### config.mk
export PLATFORM = sky130hd
export DESIGN_NAME = breakpoint_watchpoint_table
export DESIGN_NICKNAME = d
export VERILOG_FILES = /design/src/rtl/bwt_pkg.sv /design/src/rtl/bwt_front.sv /design/src/rtl/bwt_queue.sv /design/src/rtl/bwt_engine.sv /design/src/rtl/breakpoint_watchpoint_table.sv
export SDC_FILE = /design/constraint.sdc
export NUM_CORES = 1
export LEC_CHECK = 0
export CAP_MARGIN = 20
export CELL_PAD_IN_SITES_DETAIL_PLACEMENT = 0
export CELL_PAD_IN_SITES_GLOBAL_PLACEMENT = 2
export CORE_UTILIZATION = 40
export CTS_CLUSTER_DIAMETER = 150
export DETAILED_ROUTE_END_ITERATION = 10
export DONT_BUFFER_PORTS = 1
export GPL_TIMING_DRIVEN = 0
export PLACE_DENSITY = 0.67
export SLEW_MARGIN = 40
export SYNTH_ARGS = -nofsm -noshare
export SYNTH_HDL_FRONTEND = slang
export SYNTH_SLANG_ARGS = --single-unit
### constraint.sdc
create_clock -name clk -period 4.1 [get_ports clk]
set_input_delay 0.615 -clock clk [delete_from_list [all_inputs] [get_ports clk]]
set_output_delay 0.615 -clock clk [all_outputs]
set_load 0.02 [all_outputs]
### src/rtl/bwt_pkg.sv
// Shared types and codes for the breakpoint/watchpoint table.
`timescale 1ns / 1ps
package bwt_pkg;
  localparam int DEFAULT_SLOTS = 16;

  localparam logic [2:0] OP_ADD_ADDR  = 3'd0;
  localparam logic [2:0] OP_ADD_VALUE = 3'd1;
  localparam logic [2:0] OP_ADD_GUARD = 3'd2;
  localparam logic [2:0] OP_REMOVE    = 3'd3;
  localparam logic [2:0] OP_CLEAR     = 3'd4;
  localparam logic [2:0] OP_MEMWRITE  = 3'd5;
  localparam logic [2:0] OP_CHECK     = 3'd6;
  localparam logic [2:0] OP_NOP       = 3'd7;

  localparam logic [1:0] KIND_ADDR  = 2'd0;
  localparam logic [1:0] KIND_VALUE = 2'd1;
  localparam logic [1:0] KIND_GUARD = 2'd2;
  localparam logic [1:0] KIND_NONE  = 2'd3;

  localparam logic [1:0] ST_OK        = 2'd0;
  localparam logic [1:0] ST_DUPLICATE = 2'd1;
  localparam logic [1:0] ST_FULL      = 2'd2;
  localparam logic [1:0] ST_NOT_FOUND = 2'd3;

  // Request after decode: operation with the entry kind resolved.
  typedef struct packed {
    logic [2:0]  operation;
    logic [1:0]  kind;
    logic [15:0] address;
    logic [7:0]  target_value;
    logic [7:0]  mem_data;
    logic [15:0] pc;
  } bwt_req_t;

  localparam int REQ_W = $bits(bwt_req_t);

  typedef struct packed {
    logic [1:0] status;
    logic       hit;
    logic       last_valid;
    logic [3:0] last_slot;
  } bwt_res_t;
endpackage

### src/rtl/bwt_front.sv
// Front end: accepts requests, resolves entry kind for adds, pushes to queue.
`timescale 1ns / 1ps
module bwt_front
  import bwt_pkg::*;
(
  input  logic        in_valid,
  output logic        in_ready,
  input  logic [52:0] in_data,
  output logic        push,
  output bwt_req_t    push_req,
  input  logic        q_full
);
  logic [2:0] op;

  assign op       = in_data[2:0];
  assign in_ready = !q_full;
  assign push     = in_valid && !q_full;

  always_comb begin
    push_req.operation    = op;
    push_req.address      = in_data[18:3];
    push_req.target_value = in_data[28:21];
    push_req.mem_data     = in_data[36:29];
    push_req.pc           = in_data[52:37];
    push_req.kind         = in_data[20:19];
    case (op)
      OP_ADD_ADDR:  push_req.kind = KIND_ADDR;
      OP_ADD_VALUE: push_req.kind = KIND_VALUE;
      OP_ADD_GUARD: push_req.kind = KIND_GUARD;
      default:      push_req.kind = in_data[20:19];
    endcase
  end
endmodule

### src/rtl/bwt_queue.sv
// Two-entry queue between the front end and the slot engine.
`timescale 1ns / 1ps
module bwt_queue
  import bwt_pkg::*;
(
  input  logic     clk,
  input  logic     rst,
  input  logic     push,
  input  bwt_req_t push_req,
  output logic     full,
  output logic     not_empty,
  input  logic     pop,
  output bwt_req_t head
);
  bwt_req_t   mem [2];
  logic       wr_ptr;
  logic       rd_ptr;
  logic [1:0] count;

  assign full      = (count == 2'd2);
  assign not_empty = (count != 2'd0);
  assign head      = mem[rd_ptr];

  always_ff @(posedge clk) begin
    if (push) begin
      mem[wr_ptr] <= push_req;
    end
  end

  always_ff @(posedge clk) begin
    if (rst) begin
      wr_ptr <= 1'b0;
      rd_ptr <= 1'b0;
      count  <= 2'd0;
    end else begin
      if (push) begin
        wr_ptr <= !wr_ptr;
      end
      if (pop) begin
        rd_ptr <= !rd_ptr;
      end
      count <= count + {1'b0, push} - {1'b0, pop};
    end
  end
endmodule

### src/rtl/bwt_engine.sv
// Slot engine: walks the table one slot per cycle and produces the result.
`timescale 1ns / 1ps
module bwt_engine
  import bwt_pkg::*;
#(
  parameter int SLOTS = DEFAULT_SLOTS
) (
  input  logic     clk,
  input  logic     rst,
  input  logic     req_valid,
  input  bwt_req_t req,
  output logic     pop,
  output logic     res_valid,
  input  logic     res_ready,
  output bwt_res_t res
);
  localparam int IW = (SLOTS > 1) ? $clog2(SLOTS) : 1;
  localparam int CW = $clog2(SLOTS + 1);
  localparam logic [CW-1:0] LAST = CW'(SLOTS - 1);

  typedef enum logic [3:0] {
    S_IDLE = 4'b0001,
    S_SCAN = 4'b0010,
    S_DONE = 4'b0100,
    S_OUT  = 4'b1000
  } state_t;

  state_t state;
  logic [CW-1:0] idx;
  logic [IW-1:0] slot;
  bwt_req_t cur;

  logic [SLOTS-1:0] used;
  logic [SLOTS-1:0] fired;
  logic [1:0]  kind_mem [SLOTS];
  logic [15:0] addr_mem [SLOTS];
  logic [7:0]  targ_mem [SLOTS];
  logic [7:0]  shad_mem [SLOTS];

  logic          last_valid;
  logic [IW-1:0] last_slot;
  logic          dup;
  logic          found;
  logic          free_ok;
  logic [IW-1:0] free_slot;
  logic          any_hit;
  logic [1:0]    status;

  logic       s_used;
  logic [1:0] s_kind;
  logic [15:0] s_addr;
  logic [7:0] s_targ;
  logic [7:0] s_shad;
  logic       same;
  logic       match;
  logic       is_add;

  assign slot   = idx[IW-1:0];
  assign s_used = used[slot];
  assign s_kind = kind_mem[slot];
  assign s_addr = addr_mem[slot];
  assign s_targ = targ_mem[slot];
  assign s_shad = shad_mem[slot];
  assign same   = s_used && (s_addr == cur.address) && (s_kind == cur.kind);
  assign is_add = (cur.operation == OP_ADD_ADDR) || (cur.operation == OP_ADD_VALUE)
               || (cur.operation == OP_ADD_GUARD);
  assign pop       = (state == S_IDLE) && req_valid;
  assign res_valid = (state == S_OUT);

  always_comb begin
    case (s_kind)
      KIND_ADDR:  match = (s_addr == cur.pc);
      KIND_VALUE: match = (s_shad == s_targ);
      default:    match = (s_shad != s_targ);
    endcase
  end

  always_ff @(posedge clk) begin
    if (state == S_SCAN) begin
      if ((cur.operation == OP_MEMWRITE) && s_used && (s_addr == cur.address)) begin
        shad_mem[slot] <= cur.mem_data;
      end
    end
    if ((state == S_DONE) && is_add && !dup && free_ok) begin
      kind_mem[free_slot] <= cur.kind;
      addr_mem[free_slot] <= cur.address;
      shad_mem[free_slot] <= cur.mem_data;
      case (cur.kind)
        KIND_VALUE: targ_mem[free_slot] <= cur.target_value;
        KIND_GUARD: targ_mem[free_slot] <= cur.mem_data;
        default:    targ_mem[free_slot] <= 8'd0;
      endcase
    end
  end

  always_ff @(posedge clk) begin
    if (rst) begin
      state      <= S_IDLE;
      idx        <= '0;
      used       <= '0;
      fired      <= '0;
      last_valid <= 1'b0;
      last_slot  <= '0;
      dup        <= 1'b0;
      found      <= 1'b0;
      free_ok    <= 1'b0;
      free_slot  <= '0;
      any_hit    <= 1'b0;
      status     <= ST_OK;
    end else begin
      case (state)
        S_IDLE: begin
          if (req_valid) begin
            cur     <= req;
            idx     <= '0;
            dup     <= 1'b0;
            found   <= 1'b0;
            free_ok <= 1'b0;
            any_hit <= 1'b0;
            state   <= S_SCAN;
          end
        end
        S_SCAN: begin
          case (cur.operation)
            OP_ADD_ADDR, OP_ADD_VALUE, OP_ADD_GUARD: begin
              if (same) begin
                dup <= 1'b1;
              end
              if (!s_used && !free_ok) begin
                free_ok   <= 1'b1;
                free_slot <= slot;
              end
            end
            OP_REMOVE: begin
              if (same && !found) begin
                found       <= 1'b1;
                used[slot]  <= 1'b0;
                fired[slot] <= 1'b0;
                if (last_valid && (last_slot == slot)) begin
                  last_valid <= 1'b0;
                  last_slot  <= '0;
                end
              end
            end
            OP_CLEAR: begin
              used[slot]  <= 1'b0;
              fired[slot] <= 1'b0;
              last_valid  <= 1'b0;
              last_slot   <= '0;
            end
            OP_CHECK: begin
              if (s_used) begin
                if (match) begin
                  if (!fired[slot]) begin
                    fired[slot] <= 1'b1;
                    any_hit     <= 1'b1;
                    last_valid  <= 1'b1;
                    last_slot   <= slot;
                  end
                end else begin
                  fired[slot] <= 1'b0;
                end
              end
            end
            default: begin
            end
          endcase
          if (idx == LAST) begin
            state <= S_DONE;
          end else begin
            idx <= idx + 1'b1;
          end
        end
        S_DONE: begin
          status <= ST_OK;
          if (is_add) begin
            if (dup) begin
              status <= ST_DUPLICATE;
            end else if (!free_ok) begin
              status <= ST_FULL;
            end else begin
              used[free_slot]  <= 1'b1;
              fired[free_slot] <= 1'b0;
            end
          end else if ((cur.operation == OP_REMOVE) && !found) begin
            status <= ST_NOT_FOUND;
          end
          state <= S_OUT;
        end
        S_OUT: begin
          if (res_ready) begin
            state <= S_IDLE;
          end
        end
        default: state <= S_IDLE;
      endcase
    end
  end

  always_comb begin
    res.status     = status;
    res.hit        = any_hit && (cur.operation == OP_CHECK);
    res.last_valid = last_valid;
    res.last_slot  = last_valid ? 4'(last_slot) : 4'd0;
  end
endmodule

### src/rtl/breakpoint_watchpoint_table.sv
// Top level of the breakpoint/watchpoint table.
// Channels: s_axis carries one request per item (operation, address, kind,
// target byte, memory byte, pc); m_axis returns one result per request
// (status, hit, last-hit valid and slot).
// A front end takes requests into a two-entry queue; the slot engine walks
// all SLOTS slots, one per cycle, then settles status in its done state.
// The engine takes one request at a time; the next leaves the queue only
// after the result of the last one has been taken on m_axis.
// Up to two requests wait in the queue while the engine is busy.
// Reset empties the table, forgets the last hit and empties the queue.
// When m_axis_tready is low the result holds and the engine waits; the queue
// keeps taking requests until it is full.
// No clearing pass is needed after reset.
`timescale 1ns / 1ps
module breakpoint_watchpoint_table
  import bwt_pkg::*;
#(
  parameter int SLOTS = DEFAULT_SLOTS
) (
  input  logic        clk,
  input  logic        rst,
  input  logic        s_axis_tvalid,
  output logic        s_axis_tready,
  // operation[2:0], address[18:3], kind[20:19], target_value[28:21],
  // mem_data[36:29], pc[52:37], zero fill[55:53]
  input  logic [55:0] s_axis_tdata,
  output logic        m_axis_tvalid,
  input  logic        m_axis_tready,
  // status[1:0], hit[2], last_valid[3], last_slot[7:4]
  output logic [7:0]  m_axis_tdata
);
  logic     push;
  bwt_req_t push_req;
  logic     q_full;
  logic     q_ne;
  logic     pop;
  bwt_req_t head;
  bwt_res_t res;

  bwt_front u_front (
    .in_valid (s_axis_tvalid),
    .in_ready (s_axis_tready),
    .in_data  (s_axis_tdata[52:0]),
    .push     (push),
    .push_req (push_req),
    .q_full   (q_full)
  );

  bwt_queue u_queue (
    .clk       (clk),
    .rst       (rst),
    .push      (push),
    .push_req  (push_req),
    .full      (q_full),
    .not_empty (q_ne),
    .pop       (pop),
    .head      (head)
  );

  bwt_engine #(.SLOTS(SLOTS)) u_engine (
    .clk       (clk),
    .rst       (rst),
    .req_valid (q_ne),
    .req       (head),
    .pop       (pop),
    .res_valid (m_axis_tvalid),
    .res_ready (m_axis_tready),
    .res       (res)
  );

  assign m_axis_tdata = {res.last_slot, res.last_valid, res.hit, res.status};
endmodule

# Yosys cells after proc, flatten, opt, wreduce, memory -nomap -nowiden
# Memories as Yosys holds them, arrays and structs flattened. A register that Yosys moved wholly into a read port is not among the register bits.
# Index checks and enable logic that the tools add are counted.
[totals]
mem_bits_rw = 650
mem_count = 5
regBits = 60
in_bits = 60
[memory_table]
columns = ["memory", "words", "word_bits", "read_ports", "rd_clocked_by_memory_dff", "write_ports", "line_no", "rtl"]
rows = [
  ["u_engine.addr_mem", 16, 16, 1, 1, 1, "bwt_engine.sv:36", "logic [15:0] addr_mem [SLOTS];"],
  ["u_engine.shad_mem", 16, 8, 1, 1, 1, "bwt_engine.sv:38", "logic [7:0] shad_mem [SLOTS];"],
  ["u_engine.targ_mem", 16, 8, 1, 1, 1, "bwt_engine.sv:37", "logic [7:0] targ_mem [SLOTS];"],
  ["u_queue.mem", 2, 53, 1, 1, 1, "bwt_queue.sv:15", "bwt_req_t mem [2];"],
  ["u_engine.kind_mem", 16, 2, 1, 1, 1, "bwt_engine.sv:35", "logic [1:0] kind_mem [SLOTS];"],
]
[classes]
addsub = 3
muxes = 90
n_bitwise = 10
n_eq_ne = 49
magnitude_cmp = 4
n_reduce_logical = 46
[op_table]
columns = ["op", "count"]
rows = [
  ["16-bit two-way mux", 11],
  ["16-bit case mux with 2 select lines", 3],
  ["4-bit two-way mux", 18],
  ["16-bit bitwise AND", 3],
  ["16-bit case mux with 3 select lines", 1],
  ["1-bit two-way mux", 34],
  ["16-bit equality test", 2],
  ["16-bit inverter", 2],
  ["16-bit bitwise OR", 2],
  ["8-bit two-way mux", 3],
  ["2-bit by 1-bit inequality test with 1-bit output, second input constant", 11],
  ["2-bit inequality test, second input constant", 10],
  ["1-bit logical AND", 16],
  ["4-bit case mux with 4 select lines", 1],
  ["4-bit case mux with 3 select lines", 1],
  ["3-bit AND reduction", 4],
  ["4-bit AND reduction", 3],
  ["6-bit AND reduction", 2],
  ["4-bit by 5-bit < comparator with 1-bit output, second input constant", 2],
  ["5-bit two-way mux", 2],
  ["1-bit case mux with 2 select lines", 5],
  ["5-bit case mux with 2 select lines", 1],
  ["3-bit by 2-bit equality test with 1-bit output, second input constant", 3],
  ["3-bit equality test, second input constant", 3],
  ["37 further kinds", 59],
]

# Depth between registers and ports, before layout
[depth]
word_depth = 10
ltp_mapped = 17
depth_no_buf = 10

# By module
# From an unflattened synthesis, not the netlist that was laid out.
[hier_totals]
hier_cells = 1872
hier_area_um2 = 32258.4
[modules_own_cells]
columns = ["mod", "area_per_inst_um2", "cells_per_inst", "n_inst"]
rows = [
  ["bwt_engine", 27542.7, 1629, 1],
  ["bwt_queue", 4297.9, 186, 1],
  ["bwt_front", 417.9, 57, 1],
]

# Worst setup path before layout
# Ideal clock, no wire load.
[synth_path]
kind = "reg2reg"
from = "register (tool-made name)"
to = "memory u_engine.shad_mem[2][0] (enable)"
path_slack_ns = -0.005
setup_ns = 0.383
arrival_ns = 3.722
n_path_buf = 2
stages_incl_launch_ff = 12
path_cell_list = "dfxtp_1 -> buf_6 -> mux4_2 -> mux2_4 -> mux2_4 -> a2111o_1 -> a2111oi_2 -> and4_1 -> nand3_1 -> o31a_1 -> buf_2 -> nor3_1"
[synth_rtl]
columns = ["item", "line_no"]
rows = [
  ["end, declared", "bwt_engine.sv:38"],
]

==> flow_metrics.env <==
export IMPL_status="finished, final reports clean"
export IMPL_synth_top_cell_area_share_pct=67.5
export IMPL_critPathLaunchType="flip-flop"
export IMPL_grt_pass1_vias=17400
export IMPL_drt_pass1_iterations=6
export IMPL_leakagePower_nw=12.3
export IMPL_cap_violations=0
export IMPL_hold_end="u_queue.mem[1][33]"
export IMPL_fin_skew_ns=0.0390
export IMPL_worstHoldStart="s_axis_tdata[4]"
export IMPL_synth_fp_nets=1864
export IMPL_drt_total_wl_microns=88100
export IMPL_fillCellCount=6545
export IMPL_crit_slowest_cell="mux4_2"
export IMPL_cts_hold_buffers=0
export IMPL_viasPerCell=5.62
export IMPL_hpwlAfterDp_microns=58500
export IMPL_wl_per_cell_microns=28.6
export IMPL_tns_ns=0
export IMPL_cts_max_path_buffers=3
export IMPL_placed_cell_area_sq_um=33100
export IMPL_fmaxAchievable_mhz=246
export IMPL_ys_ff_latch=767
export IMPL_ys_types=73
export IMPL_htreeDepth=3
export IMPL_worstHoldPathType="input port to flip-flop"
export IMPL_power_density_nw_per_um2=507
export IMPL_drive_above_1_share_pct=28.4
export IMPL_ys_seq_area_share_pct=71.6
export IMPL_syn_inst=1796
export IMPL_crit_path_max_incr_delay_ns=0.50
export IMPL_drc_errors=0
export IMPL_r2r_slack_ns=0.03
export IMPL_drv_slew=0
export IMPL_synth_area_sq_um=31300
export IMPL_syn_area_per_cell_sq_um=17.4
export IMPL_yosys_top_cells_area="edfxtp_1 (68%), mux4_2 (9.0%), dfxtp_1 (4.1%), mux2i_1 (2.9%), mux2_2 (2.3%)"
export IMPL_grt_total_usage_pct=22.3
export IMPL_cp_end_kind="flip-flop"
export IMPL_setup_viol=0
export IMPL_num_rows=102
export IMPL_finish_instance_area_sq_um=37400
export IMPL_yosysMostFrequentCell="edfxtp_1"
export IMPL_synth_edff_count=703
export IMPL_ant_nets=0
export IMPL_worstPathRequired_ns=4.46
export IMPL_clock_sinks=767
export IMPL_postSynth_asyncResetShare_pct=0
export IMPL_final_net_count=2039
export IMPL_timing_rr_end="u_engine.shad_mem[4][3]"
export IMPL_portBuffers=0
export IMPL_multi_input_area_sq_um=8810
export IMPL_io_pins=70
export IMPL_path_common_cell="mux2_4"
export IMPL_die_w_microns=282
export IMPL_drt_initial_drc_count=1553
export IMPL_cts_root_buf="clkbuf_16"
export IMPL_ir_drop_v=0.000388
export IMPL_initial_utilization_pct=40.4
export IMPL_rsz0062_at_grt="true"
export IMPL_grt_max_degree=41
export IMPL_period_share_pct=99.2
export IMPL_die_y_microns=282
export IMPL_final_hold_violation_count=0
export IMPL_overflow=0
export IMPL_crit_type="flip-flop to flip-flop"
export IMPL_crit_chain="buf_8, mux4_2, mux2_4, mux2_4, a2111o_1, a2111oi_2, and4_4, nand3_4, o31a_4, buf_12, nor3_4, buf_6"
export IMPL_r2r_cells=12
export IMPL_cts_tree="done"
export IMPL_gp_congestion=0.800
export IMPL_synth_common_cells="edfxtp_1 (703), mux4_2 (125), nand2_1 (104), mux2i_1 (92), a21oi_1 (78)"
export IMPL_crit_buf_inv=3
export IMPL_cts_buffers_inserted=82
export IMPL_seqCellArea_sq_um=22400
export IMPL_worstPathArrival_ns=4.42
export IMPL_ys_warn_count=0
export IMPL_cts_clk_slew_worst_paths_ns=0.06
export IMPL_cp_top_family="multiplexers"
export IMPL_ys_flop_type="edfxtp_1"
export IMPL_antenna_found_initial=1
export IMPL_dieArea_sq_um=79300
export IMPL_worst_pin_slew_ns=0.856
export IMPL_grt_pass1_wl_microns=124000
export IMPL_route_vias_total=17300
export IMPL_design_power_total_mw=19.0
export IMPL_worstPathMaxFanout=8
export IMPL_period_needed_ns=4.07
export IMPL_clock_latency_ns=0.65
export IMPL_syn2layout_area_growth_pct=19.7
export IMPL_holdPathStages=0
export IMPL_synth_area_leader_cell="edfxtp_1"
export IMPL_core_area_sq_um=77500
export IMPL_slew_limit_headroom_pct=42.9
[cell usage in the layout (no fill, tap or decap), types with 8 or more instances in the layout]
cell | Yosys | layout
nor3_1 | 33 | 15
a22o_1 | 14 | 14
mux2i_1 | 92 | 90
nor2_1 | 57 | 54
edfxtp_1 | 703 | 703
xnor2_1 | 21 | 18
a22oi_1 | 12 | 12
bufinv_16 | 0 | 9
buf_8 | 0 | 14
xor2_1 | 26 | 25
dfxtp_1 | 64 | 59
clkinv_2 | 0 | 13
a32o_1 | 15 | 14
o21ai_0 | 40 | 29
buf_12 | 0 | 24
a221oi_1 | 14 | 9
buf_6 | 11 | 35
nor2b_1 | 31 | 27
o21ai_2 | 1 | 8
mux4_2 | 125 | 125
o31ai_1 | 18 | 8
ha_1 | 8 | 8
nand3_1 | 15 | 11
and2_1 | 13 | 12
a31oi_1 | 13 | 9
nand2_1 | 104 | 104
clkinv_1 | 0 | 20
inv_1 | 47 | 30
clkbuf_16 | 0 | 87
clkbuf_1 | 39 | 41
nor3_4 | 0 | 15
inv_2 | 1 | 17
buf_4 | 14 | 57
a21oi_1 | 78 | 74
mux2_2 | 63 | 62
[report_power, final]
group	internal [mW]	total, mW	switching (mW)
clock	4.33	7.47	3.14
sequential	9.25	9.69	0.443
combinational	0.752	1.82	1.07
[per-stage QoR]
stage | worst slack (ns) | util, % | hold slack [ns] | instances
after floorplan | -0.00535 | - | 0.451 | 1796
after global placement | -3.01 | 42.0 | 0.466 | 2836
after detailed placement | -1.57 | 42.8 | 0.467 | 2872
after CTS | 0.00129 | 47.6 | 0.0254 | 3054
after global routing | -0.0856 | 48.3 | 0.0330 | 3079
final | 0.0335 | 48.3 | 0.0544 | 3080
[worst max path at each step]
| stage | from | end | cells past startpoint |
|---|---|---|---|
| 2_1_floorplan | flip-flop | u_engine.shad_mem[2][0] | 11 |
| 3_3_place_gp | flip-flop | u_engine.shad_mem[2][6] | 12 |
| 3_5_place_dp | flip-flop | u_engine.shad_mem[4][3] | 14 |
| 4_1_cts | flip-flop | flip-flop | 16 |
| 5_1_grt | flip-flop | flip-flop | 13 |
| 6_report | flip-flop | u_engine.shad_mem[4][3] | 12 |
[registers in the layout (all words and copies together), names as in the netlist, 2 cells and up, named ones only]
name                cells
u_engine.shad_mem     128
u_engine.used          16
u_engine.free_slot      4
u_engine.kind_mem      32
u_engine.last_slot      4
u_engine.status         2
u_queue.mem           106
u_engine.cur           53
u_engine.state          4
u_engine.targ_mem     128
u_queue.count           2
u_engine.addr_mem     256
u_engine.idx            5
[kinds of logic after synthesis]
logic type	share of synthesized area, %
flip-flops	71.6
AND/OR/NAND/NOR	4.91
multiplexers	14.3
AO/OA/AOI/OAI	5.33
buffers and inverters	2.20
XOR/XNOR	1.32
adder cells (fa/ha/maj)	0.320
[metal layers]
layer / up-vias / global-route usage [%] / share of wire, %
li1: 7498 / - / -
met1: 9088 / 31.8 / 44
met2: 618 / 35.7 / 47
met3: 98 / 3.87 / 7.1
met4: 0 / 5.34 / 1.5
met5: - / 0 / 0
[what timing repair did]
action                                  4_1_cts  5_1_grt
gates resized for setup                     165       53
buffers inserted                             33       20
endpoints found under the setup margin      168      154
pin swaps                                    24       30
gates cloned                                  1        6
[layout make-up]
cell class	instances	area share (%)
Sequential cell	767	59.9
Multi-Input combinational cell	889	23.5
Clock buffer	97	5.69
Tap cell	1040	3.48
Timing Repair Buffer	96	2.86
Buffer	87	2.40
Clock inverter	55	1.66
Inverter	48	0.491
Antenna cell	1	0.00669
No activity file was read; power rests on OpenSTA's default activity.
